===== src/rtl/lft_pkg.sv =====
// Package: payload types, register codes and the exponential factor table for the friction block.
`timescale 1ns / 1ps
package lft_pkg;

   typedef struct packed {
      logic [2:0]         joint;
      logic signed [31:0] velocity;
   } req_type;

   typedef struct packed {
      logic [2:0]         joint_out;
      logic signed [31:0] friction_torque;
   } rsp_type;

   localparam int ADDR_W = 5;
   localparam int DATA_W = 32;

   typedef enum logic [2:0] {
      REG_STIFFNESS = 3'd0,
      REG_DAMPING   = 3'd1,
      REG_VISCOUS   = 3'd2,
      REG_COULOMB   = 3'd3,
      REG_STATIC    = 3'd4,
      REG_STRIBECK  = 3'd5,
      REG_TIME_STEP = 3'd6
   } reg_index_type;

   localparam logic [31:0] RST_STIFFNESS = 32'd180224000;
   localparam logic [31:0] RST_DAMPING   = 32'd2962227;
   localparam logic [31:0] RST_VISCOUS   = 32'd119211;
   localparam logic [31:0] RST_COULOMB   = 32'd457114;
   localparam logic [31:0] RST_STATIC    = 32'd581632;
   localparam logic [31:0] RST_STRIBECK  = 32'd4004;
   localparam logic [31:0] RST_TIME_STEP = 32'd4294967;

   localparam logic [4:0]  EXP_TERMS = 5'd20;
   localparam logic [6:0]  MUL_STEPS = 7'd48;
   localparam logic [6:0]  DIV_STEPS = 7'd80;
   localparam logic [16:0] E_ONE     = 17'd65536;

   // exp(-2^(k-16)) in Q0.16
   function automatic logic [15:0] exp_factor(input logic [4:0] k);
      logic [15:0] f;
      case (k)
         5'd0:    f = 16'd65535;
         5'd1:    f = 16'd65534;
         5'd2:    f = 16'd65532;
         5'd3:    f = 16'd65528;
         5'd4:    f = 16'd65520;
         5'd5:    f = 16'd65504;
         5'd6:    f = 16'd65472;
         5'd7:    f = 16'd65408;
         5'd8:    f = 16'd65280;
         5'd9:    f = 16'd65026;
         5'd10:   f = 16'd64520;
         5'd11:   f = 16'd63520;
         5'd12:   f = 16'd61565;
         5'd13:   f = 16'd57835;
         5'd14:   f = 16'd51039;
         5'd15:   f = 16'd39750;
         5'd16:   f = 16'd24109;
         5'd17:   f = 16'd8869;
         5'd18:   f = 16'd1200;
         5'd19:   f = 16'd22;
         default: f = 16'd0;
      endcase
      return f;
   endfunction

endpackage


===== src/rtl/lugre_friction_torque.sv =====
// LuGre friction torque per joint, built on a shared bit-serial multiplier and divider.
//
// Usage: req channel (valid/ready) carries a joint index and a signed Q16.16
// velocity; rsp channel (valid/ready) returns the joint index and the saturated
// Q16.16 friction torque. One item is in work at a time; req_ready is high only
// while the sequencer is idle. Seven gains and levels sit behind the APB port.
// Arithmetic: a shift-add multiplier and a restoring divider work one bit per
// cycle. Zero velocity skips the divider and the bristle update; nonzero velocity
// skips the exponential when the Stribeck ratio reaches 4, else it adds one
// product for each set bit of the squared ratio (up to 20). The next item is
// taken in the cycle after its predecessor's result is loaded.
// A joint at or beyond JOINTS returns torque 0 without any computation.
// Reset loads the register defaults and marks every bristle deflection as zero.
// A stalled receiver holds the result in the output register; the next item
// is taken meanwhile and its result waits until the register is free.
`timescale 1ns / 1ps
module lugre_friction_torque
   import lft_pkg::*;
#(
   parameter int JOINTS = 8
) (
   input  logic              clock,
   input  logic              reset,
   input  logic              req_valid,
   output logic              req_ready,
   input  req_type           req_data,
   output logic              rsp_valid,
   input  logic              rsp_ready,
   output rsp_type           rsp_data,
   input  logic              psel,
   input  logic              penable,
   input  logic              pwrite,
   input  logic [ADDR_W-1:0] paddr,
   input  logic [DATA_W-1:0] pwdata,
   output logic [DATA_W-1:0] prdata,
   output logic              pready
);

   localparam int IDX_W = (JOINTS > 1) ? $clog2(JOINTS) : 1;

   typedef enum logic [4:0] {
      S_IDLE, S_READ, S_LOAD, S_XDIV, S_XSQ, S_EXPCHK, S_EXPMUL, S_GSTART,
      S_G1, S_G2, S_TMUL, S_TDIV, S_DTMUL, S_T0, S_T1, S_T2, S_OUT
   } state_type;

   state_type state_ff, state_in;

   logic [31:0] sigma0_ff, sigma0_in, sigma1_ff, sigma1_in, sigma2_ff, sigma2_in;
   logic [31:0] fc_ff, fc_in, fs_ff, fs_in, vs_ff, vs_in, dt_ff, dt_in;

   logic [2:0]         joint_ff, joint_in;
   logic [IDX_W-1:0]   idx_ff, idx_in;
   logic signed [31:0] v_ff, v_in;
   logic [31:0]        av_ff, av_in;
   logic signed [47:0] z_ff, z_in, dz_ff, dz_in;
   logic signed [49:0] tq_ff, tq_in;
   logic signed [31:0] tq32_ff, tq32_in;
   logic [19:0]        u_ff, u_in;
   logic [4:0]         k_ff, k_in;
   logic [16:0]        e_ff, e_in;
   logic [47:0]        gp_ff, gp_in;
   logic [31:0]        g_ff, g_in;
   logic [JOINTS-1:0]  valid_ff, valid_in;
   logic               rsp_valid_ff, rsp_valid_in;
   rsp_type            rsp_data_ff, rsp_data_in;

   logic [31:0] ma_ff, ma_in;
   logic [79:0] mp_ff, mp_in;
   logic [31:0] dd_ff, dd_in, dr_ff, dr_in;
   logic [79:0] dq_ff, dq_in;
   logic [6:0]  cnt_ff, cnt_in;

   logic signed [47:0] z_mem [JOINTS];
   logic signed [47:0] z_rd_ff;
   logic               mem_we;

   logic        mul_go, div_go, step_mul, step_div;
   logic [31:0] mul_a, div_d;
   logic [47:0] mul_b;
   logic [79:0] div_n;

   logic [32:0] msum, dtw, dsub;
   logic        dge;

   logic signed [47:0] zload, dz_sat, z_new;
   logic signed [49:0] vext, tval, dzw, zw, inc50, tsum;
   logic [48:0]        tcap;
   logic [47:0]        gsum;
   logic [31:0]        gval;

   function automatic logic [47:0] abs48(input logic signed [47:0] x);
      return x[47] ? (~x + 48'd1) : x;
   endfunction

   function automatic logic signed [47:0] sat48(input logic signed [49:0] w);
      logic signed [47:0] r;
      if (w[49:47] == 3'b000 || w[49:47] == 3'b111) begin
         r = w[47:0];
      end else if (w[49]) begin
         r = {1'b1, 47'd0};
      end else begin
         r = {1'b0, {47{1'b1}}};
      end
      return r;
   endfunction

   function automatic logic signed [31:0] sat32(input logic signed [49:0] w);
      logic signed [31:0] r;
      if (w[49:31] == '0 || w[49:31] == '1) begin
         r = w[31:0];
      end else if (w[49]) begin
         r = {1'b1, 31'd0};
      end else begin
         r = {1'b0, {31{1'b1}}};
      end
      return r;
   endfunction

   function automatic logic signed [49:0] signed_term(input logic neg, input logic [47:0] t);
      logic signed [49:0] s;
      s = {2'b00, t};
      return neg ? -s : s;
   endfunction

   assign req_ready = (state_ff == S_IDLE);
   assign rsp_valid = rsp_valid_ff;
   assign rsp_data  = rsp_data_ff;
   assign pready    = 1'b1;

   always_comb begin
      prdata = '0;
      unique case (paddr[4:2])
         REG_STIFFNESS: prdata = sigma0_ff;
         REG_DAMPING:   prdata = sigma1_ff;
         REG_VISCOUS:   prdata = sigma2_ff;
         REG_COULOMB:   prdata = fc_ff;
         REG_STATIC:    prdata = fs_ff;
         REG_STRIBECK:  prdata = vs_ff;
         REG_TIME_STEP: prdata = dt_ff;
         default:       prdata = '0;
      endcase
   end

   assign msum = {1'b0, mp_ff[79:48]} + (mp_ff[0] ? {1'b0, ma_ff} : 33'd0);
   assign dtw  = {dr_ff, dq_ff[79]};
   assign dge  = (dtw >= {1'b0, dd_ff});
   assign dsub = dtw - {1'b0, dd_ff};

   assign zload = valid_ff[idx_ff] ? z_rd_ff : '0;
   assign vext  = {{2{v_ff[31]}}, v_ff, 16'd0};
   assign tcap  = (dq_ff[79:49] != '0 || (dq_ff[48] && dq_ff[47:0] != '0)) ?
                  {1'b1, 48'd0} : dq_ff[48:0];
   assign tval  = {1'b0, tcap};
   assign dzw   = z_ff[47] ? vext + tval : vext - tval;
   assign dz_sat = sat48(dzw);
   assign zw    = {{2{z_ff[47]}}, z_ff};
   assign inc50 = {2'b00, mp_ff[79:32]};
   assign z_new = sat48(dz_ff[47] ? zw - inc50 : zw + inc50);
   assign gsum  = gp_ff + mp_ff[47:0];
   assign gval  = (gsum[47:16] == '0) ? 32'd1 : gsum[47:16];
   assign tsum  = tq_ff + signed_term(v_ff[31], mp_ff[63:16]);

   always_comb begin
      state_in     = state_ff;
      sigma0_in    = sigma0_ff;
      sigma1_in    = sigma1_ff;
      sigma2_in    = sigma2_ff;
      fc_in        = fc_ff;
      fs_in        = fs_ff;
      vs_in        = vs_ff;
      dt_in        = dt_ff;
      joint_in     = joint_ff;
      idx_in       = idx_ff;
      v_in         = v_ff;
      av_in        = av_ff;
      z_in         = z_ff;
      dz_in        = dz_ff;
      tq_in        = tq_ff;
      tq32_in      = tq32_ff;
      u_in         = u_ff;
      k_in         = k_ff;
      e_in         = e_ff;
      gp_in        = gp_ff;
      g_in         = g_ff;
      valid_in     = valid_ff;
      rsp_valid_in = rsp_valid_ff && !rsp_ready;
      rsp_data_in  = rsp_data_ff;
      ma_in        = ma_ff;
      mp_in        = mp_ff;
      dd_in        = dd_ff;
      dr_in        = dr_ff;
      dq_in        = dq_ff;
      cnt_in       = cnt_ff;
      mem_we       = 1'b0;
      mul_go       = 1'b0;
      div_go       = 1'b0;
      step_mul     = 1'b0;
      step_div     = 1'b0;
      mul_a        = '0;
      mul_b        = '0;
      div_d        = '0;
      div_n        = '0;

      if (psel && penable && pwrite) begin
         unique case (paddr[4:2])
            REG_STIFFNESS: sigma0_in = pwdata;
            REG_DAMPING:   sigma1_in = pwdata;
            REG_VISCOUS:   sigma2_in = pwdata;
            REG_COULOMB:   fc_in = pwdata;
            REG_STATIC:    fs_in = pwdata;
            REG_STRIBECK:  vs_in = pwdata;
            REG_TIME_STEP: dt_in = pwdata;
            default:       ;
         endcase
      end

      unique case (state_ff)
         S_IDLE: begin
            if (req_valid) begin
               joint_in = req_data.joint;
               idx_in   = IDX_W'(req_data.joint);
               v_in     = req_data.velocity;
               av_in    = req_data.velocity[31] ? (~req_data.velocity + 32'd1)
                                                : req_data.velocity;
               if (32'(req_data.joint) >= JOINTS) begin
                  tq32_in  = '0;
                  state_in = S_OUT;
               end else begin
                  state_in = S_READ;
               end
            end
         end
         S_READ: state_in = S_LOAD;
         S_LOAD: begin
            z_in  = zload;
            dz_in = '0;
            if (v_ff == '0) begin
               mul_go   = 1'b1;
               mul_a    = sigma0_ff;
               mul_b    = abs48(zload);
               state_in = S_T0;
            end else begin
               div_go   = 1'b1;
               div_n    = {32'd0, av_ff, 16'd0};
               div_d    = vs_ff;
               state_in = S_XDIV;
            end
         end
         S_XDIV: begin
            if (cnt_ff != '0) begin
               step_div = 1'b1;
            end else if (dq_ff[79:18] != '0) begin
               e_in     = '0;
               state_in = S_GSTART;
            end else begin
               mul_go   = 1'b1;
               mul_a    = {14'd0, dq_ff[17:0]};
               mul_b    = {30'd0, dq_ff[17:0]};
               state_in = S_XSQ;
            end
         end
         S_XSQ: begin
            if (cnt_ff != '0) begin
               step_mul = 1'b1;
            end else begin
               u_in     = mp_ff[35:16];
               e_in     = E_ONE;
               k_in     = '0;
               state_in = S_EXPCHK;
            end
         end
         S_EXPCHK: begin
            if (k_ff == EXP_TERMS) begin
               state_in = S_GSTART;
            end else if (u_ff[0]) begin
               mul_go   = 1'b1;
               mul_a    = {16'd0, exp_factor(k_ff)};
               mul_b    = {31'd0, e_ff};
               state_in = S_EXPMUL;
            end else begin
               u_in = u_ff >> 1;
               k_in = k_ff + 5'd1;
            end
         end
         S_EXPMUL: begin
            if (cnt_ff != '0) begin
               step_mul = 1'b1;
            end else begin
               e_in     = 17'((mp_ff[32:0] + 33'd32768) >> 16);
               u_in     = u_ff >> 1;
               k_in     = k_ff + 5'd1;
               state_in = S_EXPCHK;
            end
         end
         S_GSTART: begin
            mul_go   = 1'b1;
            mul_a    = fc_ff;
            mul_b    = {31'd0, E_ONE - e_ff};
            state_in = S_G1;
         end
         S_G1: begin
            if (cnt_ff != '0) begin
               step_mul = 1'b1;
            end else begin
               gp_in    = mp_ff[47:0];
               mul_go   = 1'b1;
               mul_a    = fs_ff;
               mul_b    = {31'd0, e_ff};
               state_in = S_G2;
            end
         end
         S_G2: begin
            if (cnt_ff != '0) begin
               step_mul = 1'b1;
            end else begin
               g_in     = gval;
               mul_go   = 1'b1;
               mul_a    = av_ff;
               mul_b    = abs48(z_ff);
               state_in = S_TMUL;
            end
         end
         S_TMUL: begin
            if (cnt_ff != '0) begin
               step_mul = 1'b1;
            end else begin
               div_go   = 1'b1;
               div_n    = mp_ff;
               div_d    = g_ff;
               state_in = S_TDIV;
            end
         end
         S_TDIV: begin
            if (cnt_ff != '0) begin
               step_div = 1'b1;
            end else begin
               dz_in    = dz_sat;
               mul_go   = 1'b1;
               mul_a    = dt_ff;
               mul_b    = abs48(dz_sat);
               state_in = S_DTMUL;
            end
         end
         S_DTMUL: begin
            if (cnt_ff != '0) begin
               step_mul = 1'b1;
            end else begin
               z_in             = z_new;
               mem_we           = 1'b1;
               valid_in[idx_ff] = 1'b1;
               mul_go           = 1'b1;
               mul_a            = sigma0_ff;
               mul_b            = abs48(z_new);
               state_in         = S_T0;
            end
         end
         S_T0: begin
            if (cnt_ff != '0) begin
               step_mul = 1'b1;
            end else begin
               tq_in    = signed_term(z_ff[47], mp_ff[79:32]);
               mul_go   = 1'b1;
               mul_a    = sigma1_ff;
               mul_b    = abs48(dz_ff);
               state_in = S_T1;
            end
         end
         S_T1: begin
            if (cnt_ff != '0) begin
               step_mul = 1'b1;
            end else begin
               tq_in    = tq_ff + signed_term(dz_ff[47], mp_ff[79:32]);
               mul_go   = 1'b1;
               mul_a    = sigma2_ff;
               mul_b    = {16'd0, av_ff};
               state_in = S_T2;
            end
         end
         S_T2: begin
            if (cnt_ff != '0) begin
               step_mul = 1'b1;
            end else begin
               tq32_in  = sat32(tsum);
               state_in = S_OUT;
            end
         end
         S_OUT: begin
            if (!rsp_valid_ff || rsp_ready) begin
               rsp_valid_in = 1'b1;
               rsp_data_in  = '{joint_out: joint_ff, friction_torque: tq32_ff};
               state_in     = S_IDLE;
            end
         end
         default: state_in = S_IDLE;
      endcase

      if (mul_go) begin
         ma_in  = mul_a;
         mp_in  = {32'd0, mul_b};
         cnt_in = MUL_STEPS;
      end else if (div_go) begin
         dd_in  = div_d;
         dr_in  = '0;
         dq_in  = div_n;
         cnt_in = DIV_STEPS;
      end else if (step_mul) begin
         mp_in  = {msum, mp_ff[47:1]};
         cnt_in = cnt_ff - 7'd1;
      end else if (step_div) begin
         dr_in  = dge ? dsub[31:0] : dtw[31:0];
         dq_in  = {dq_ff[78:0], dge};
         cnt_in = cnt_ff - 7'd1;
      end
   end

   always_ff @(posedge clock) begin
      if (reset) begin
         state_ff     <= S_IDLE;
         sigma0_ff    <= RST_STIFFNESS;
         sigma1_ff    <= RST_DAMPING;
         sigma2_ff    <= RST_VISCOUS;
         fc_ff        <= RST_COULOMB;
         fs_ff        <= RST_STATIC;
         vs_ff        <= RST_STRIBECK;
         dt_ff        <= RST_TIME_STEP;
         valid_ff     <= '0;
         rsp_valid_ff <= 1'b0;
         cnt_ff       <= '0;
      end else begin
         state_ff     <= state_in;
         sigma0_ff    <= sigma0_in;
         sigma1_ff    <= sigma1_in;
         sigma2_ff    <= sigma2_in;
         fc_ff        <= fc_in;
         fs_ff        <= fs_in;
         vs_ff        <= vs_in;
         dt_ff        <= dt_in;
         valid_ff     <= valid_in;
         rsp_valid_ff <= rsp_valid_in;
         cnt_ff       <= cnt_in;
      end
      joint_ff    <= joint_in;
      idx_ff      <= idx_in;
      v_ff        <= v_in;
      av_ff       <= av_in;
      z_ff        <= z_in;
      dz_ff       <= dz_in;
      tq_ff       <= tq_in;
      tq32_ff     <= tq32_in;
      u_ff        <= u_in;
      k_ff        <= k_in;
      e_ff        <= e_in;
      gp_ff       <= gp_in;
      g_ff        <= g_in;
      rsp_data_ff <= rsp_data_in;
      ma_ff       <= ma_in;
      mp_ff       <= mp_in;
      dd_ff       <= dd_in;
      dr_ff       <= dr_in;
      dq_ff       <= dq_in;
   end

   always_ff @(posedge clock) begin
      if (mem_we) begin
         z_mem[idx_ff] <= z_new;
      end
      z_rd_ff <= z_mem[idx_ff];
   end

endmodule

===== config.mk =====
export PLATFORM = sky130hd
export DESIGN_NAME = lugre_friction_torque
export DESIGN_NICKNAME = d
export VERILOG_FILES = /design/src/rtl/lft_pkg.sv /design/src/rtl/lugre_friction_torque.sv
export SDC_FILE = /design/constraint.sdc
export NUM_CORES = 2
export LEC_CHECK = 0
export BUFFER_PORTS_ARGS = -buffer_cell sky130_fd_sc_hd__buf_4
export CAP_MARGIN = 20
export CORE_ASPECT_RATIO = 0.5
export CORE_MARGIN = 4
export CORE_UTILIZATION = 30
export DETAILED_ROUTE_END_ITERATION = 8
export HOLD_SLACK_MARGIN = 0.1
export PLACE_DENSITY = 0.43
export SYNTH_ARGS = -nofsm -noshare
export SYNTH_HDL_FRONTEND = slang
export SYNTH_SLANG_ARGS = --single-unit

===== constraint.sdc =====
create_clock -name clock -period 12.6 [get_ports clock]
set_clock_uncertainty 0.1 [all_clocks]
set_input_delay 1.89 -clock clock [delete_from_list [all_inputs] [get_ports clock]]
set_output_delay 1.89 -clock clock [all_outputs]
set_load 0.02 [all_outputs]

==> results.toml <==
[routing]
num_vias = 72700
vias_per_cell = 5.76
ant_nets = 0
drt_pass1_iterations = 9
routed_wl_um = 370000
drt_iter0_markers = 8963
wl_per_cell_um = 29.3
drc = 0

[synth]
ys.flop_type = "edfxtp_1"
synth_edf_count = 1009
synthesis.area_sq_mm = 0.0830
synth_cell_type_count = 120
ys_ff_latch = 1350
ys_async_sr_fraction_pct = 0
yosys.area_share.xor_xnor_pct = 6.98
synth_compound_area_share_pct = 21.0
muxShareOfSynthArea_pct = 1.47
ys_seq_area_share_pct = 44.7
synth_simple_gate_area_share_pct = 16.8
syn-num-nets = 9291
synthAdderAreaFrac_pct = 5.37
yosys_warnings = 0
synth_area_per_cell_sq_um = 9.37
synth_top_family_by_area = "compound AO/OA/AOI/OAI gates"
syn_inst = 8859

[cts]
cts_sinks = 1350
hold_buffers = 0
htree_levels = 4
cts-root-buf = "clkbuf_16"
cts_buffer_depth = 4
numCtsBuffers = 149
clk_pin_slew_worst_paths_ns = 0.07
post_cts_buffers = 0
clk_latency_ns = 0.83
cts_tree = "built"
cts_resized = 0

[power_and_ir_drop]
seq_power_share_pct = 31.7
p_int_mw = 11.6
p_per_area_mw_per_mm2 = 228
clkPwrFrac_pct = 21.5
vdd_drop_max_mv = 0.242
swShare_pct = 45.5
power_mw = 21.3
switchingPower_mw = 9.69
comb_power_share_pct = 46.8
p_leak_nw = 33.7

[setup_path]
slowest_stage = "xnor2_1"
cp-start-kind = "register"
regToRegStartpoint = "mp_ff[33]"
slowest_delay_ns = 0.88
setup.worst_path.start = "mp_ff[33]"
arrival_ns = 11.96
cp_max_fo = 12
required_ns = 13.06
end_kind = "register"
crit_type = "reg -> reg"

[timing]
fin_crit_ns = 11.50
setup_viol = 0
rsz0062_at_grt = "no"
fin_setup_tns_ns = 0
drv_slew = 0
worst_slew_pin_slew_ns = 1.27
slew_headroom_pct = 12.9
final_hold_viol_count = 0
fin_crit_sh_pct = 91.3
max_freq_mhz = 87.0

[place]
port_buffers = 145
gp_congestion = 0.958
place_hpwl_um = 266000

[run_status]
outcome = "finished, final reports clean"

[floorplanning]
num_io_pins = 149
core_area_sq_mm = 0.275
die-height_um = 380
initial_core_util_pct = 30.2
placement_rows = 136
die_area_sq_mm = 0.286
die_x_um = 752

[flow_run]
maxCapViolations = 0

[global_route]
grt.total_usage_pct = 24.8
grt_pass1_vias = 67500
grt.overflow.total = 0
grt_start_max_net_pins = 113
grt_antenna_before_repair = 30
grt_pass1_wl_um = 518000

[min_path]
hold_class = "reg -> reg"
hold_start = "tq32_ff[30]"

[cells_and_area]
multi_input_area_sq_mm = 0.0432
nets = 9273
drive_above_1_share_pct = 8.74
fillers = 28200
area_growth_pct = 12.7
regArea_sq_mm = 0.0371
-- cell usage in the layout (no fill, tap or decap), drive strengths merged, types with 77 or more instances in the layout --
cell	netlist	layout
nand2	1240	1240
edfxtp	1009	1009
a21oi	690	690
nor2	645	645
o21ai	542	542
xnor2	445	445
buf	96	367
ha	347	347
dfxtp	341	341
a22oi	295	295
inv	251	264
xor2	211	211
clkbuf	441	199
nand3	156	156
nor3	147	147
a21o	141	141
or3	125	125
a22o	120	120
nand4	117	117
mux2i	87	87
nor4	87	87
o31ai	84	84
a31oi	77	77
-- metrics by stage --
| stage | hold WS, ns | utilization [%] | instances | area [sq um] | worst slack, ns |
|---|---|---|---|---|---|
| after floorplan | 0.300 | - | 8859 | 83000 | 3.83 |
| after detailed placement | 0.305 | 32.2 | 12300 | 88600 | 1.39 |
| after global routing | 0.327 | 34.0 | 12600 | 93600 | 0.587 |
| after global placement | 0.305 | 32.2 | 12300 | 88600 | 1.54 |
| final | 0.318 | 34.0 | 12600 | 93600 | 1.10 |
| after CTS | 0.321 | 34.0 | 12600 | 93500 | 1.38 |
-- worst paths after layout --
check / cells after the start / slack (ns) / to
max: 37 / 1.10 / mp_ff[34]
min: 0 / 0.32 / rsp_data[30]
max reg2reg: 37 / 1.10 / mp_ff[34]
min reg2reg: 0 / 0.32 / rsp_data[30]
-- power by group through the flow --
stage          logic [mW]  clock network [mW]  registers, mW
6_report             9.96                4.59           6.75
5_1_grt              10.6                4.85           6.77
4_1_cts              9.67                4.68           6.73
3_5_place_dp         9.62                   0           6.82
3_3_place_gp         9.62                   0           6.82
2_1_floorplan        6.06                   0           6.32
-- worst max-delay path: cells and delay by family, from the launching register on --
kind | cells | cell delay (ns)
AOI/OAI and AO/OA | 11 | 2.94
xor gates and xnor gates | 2 | 1.05
adders and majority gates | 3 | 0.89
buffers and inverters | 4 | 0.73
DFF | 1 | 0.39
and+or+nand+nor | 17 | 5.11
-- cells by family after synthesis --
family	Yosys count
AND/OR/NAND/NOR	2978
adder cells (fa/ha/maj)	353
buffers and inverters	794
flip-flops	1350
multiplexers	111
XOR/XNOR	657
AO/OA/AOI/OAI	2615
other	1
-- sequential cells by signal (all words and copies together) (netlist names), 35 cells and up, named ones only --
signal	cells
tq_ff	50
mp_ff	80
dz_ff	48
rsp_data	35
z_mem	384
z_rd_ff	48
z_ff	48
dq_ff	80
gp_ff	48
-- cell type report --
class	count	area share, %
tap	3657	4.89
clock buffer	198	4.47
antenna	12	0.0321
timing repair buffer	368	3.05
inverter	257	1.04
sequential	1350	39.7
multi-input combinational	6715	46.1
clock inverter	61	0.721
-- Yosys cell counts, types with 50 or more instances --
cell type	n	area [sq um]
nand2_1	1240	4650
o21ai_0	492	2460
a211oi_1	54	405
and2_1	68	425
nor4_1	80	500
o31ai_1	83	623
edfxtp_1	1009	30300
and3_1	50	313
o21a_1	57	428
nor3_1	142	711
a21o_1	141	1060
inv_1	247	927
mux2i_1	87	871
a221oi_1	74	648
nand3_1	155	776
nand2b_1	63	394
xor2_1	210	1840
nand4_1	117	732
or3_1	120	751
dfxtp_1	341	6830
clkbuf_1	441	1660
a22oi_1	295	2210
nor2b_1	74	463
nand3b_1	73	548
ha_1	347	4340
buf_1	66	248
xnor2_1	442	3870
a21oi_1	687	3440
o21bai_1	56	420
nor2_1	644	2420
a22o_1	120	1050
a31oi_1	76	475
-- per-layer routing --
metal,GRT usage [%],part of all wire [%],vias up
li1,-,-,32900
met1,36.7,47,36400
met2,35.7,41,2905
met3,5.27,8.2,496
met4,7.34,3.3,4
met5,0,0.0057,-
Note: power is estimated with default switching activity, not from simulation.
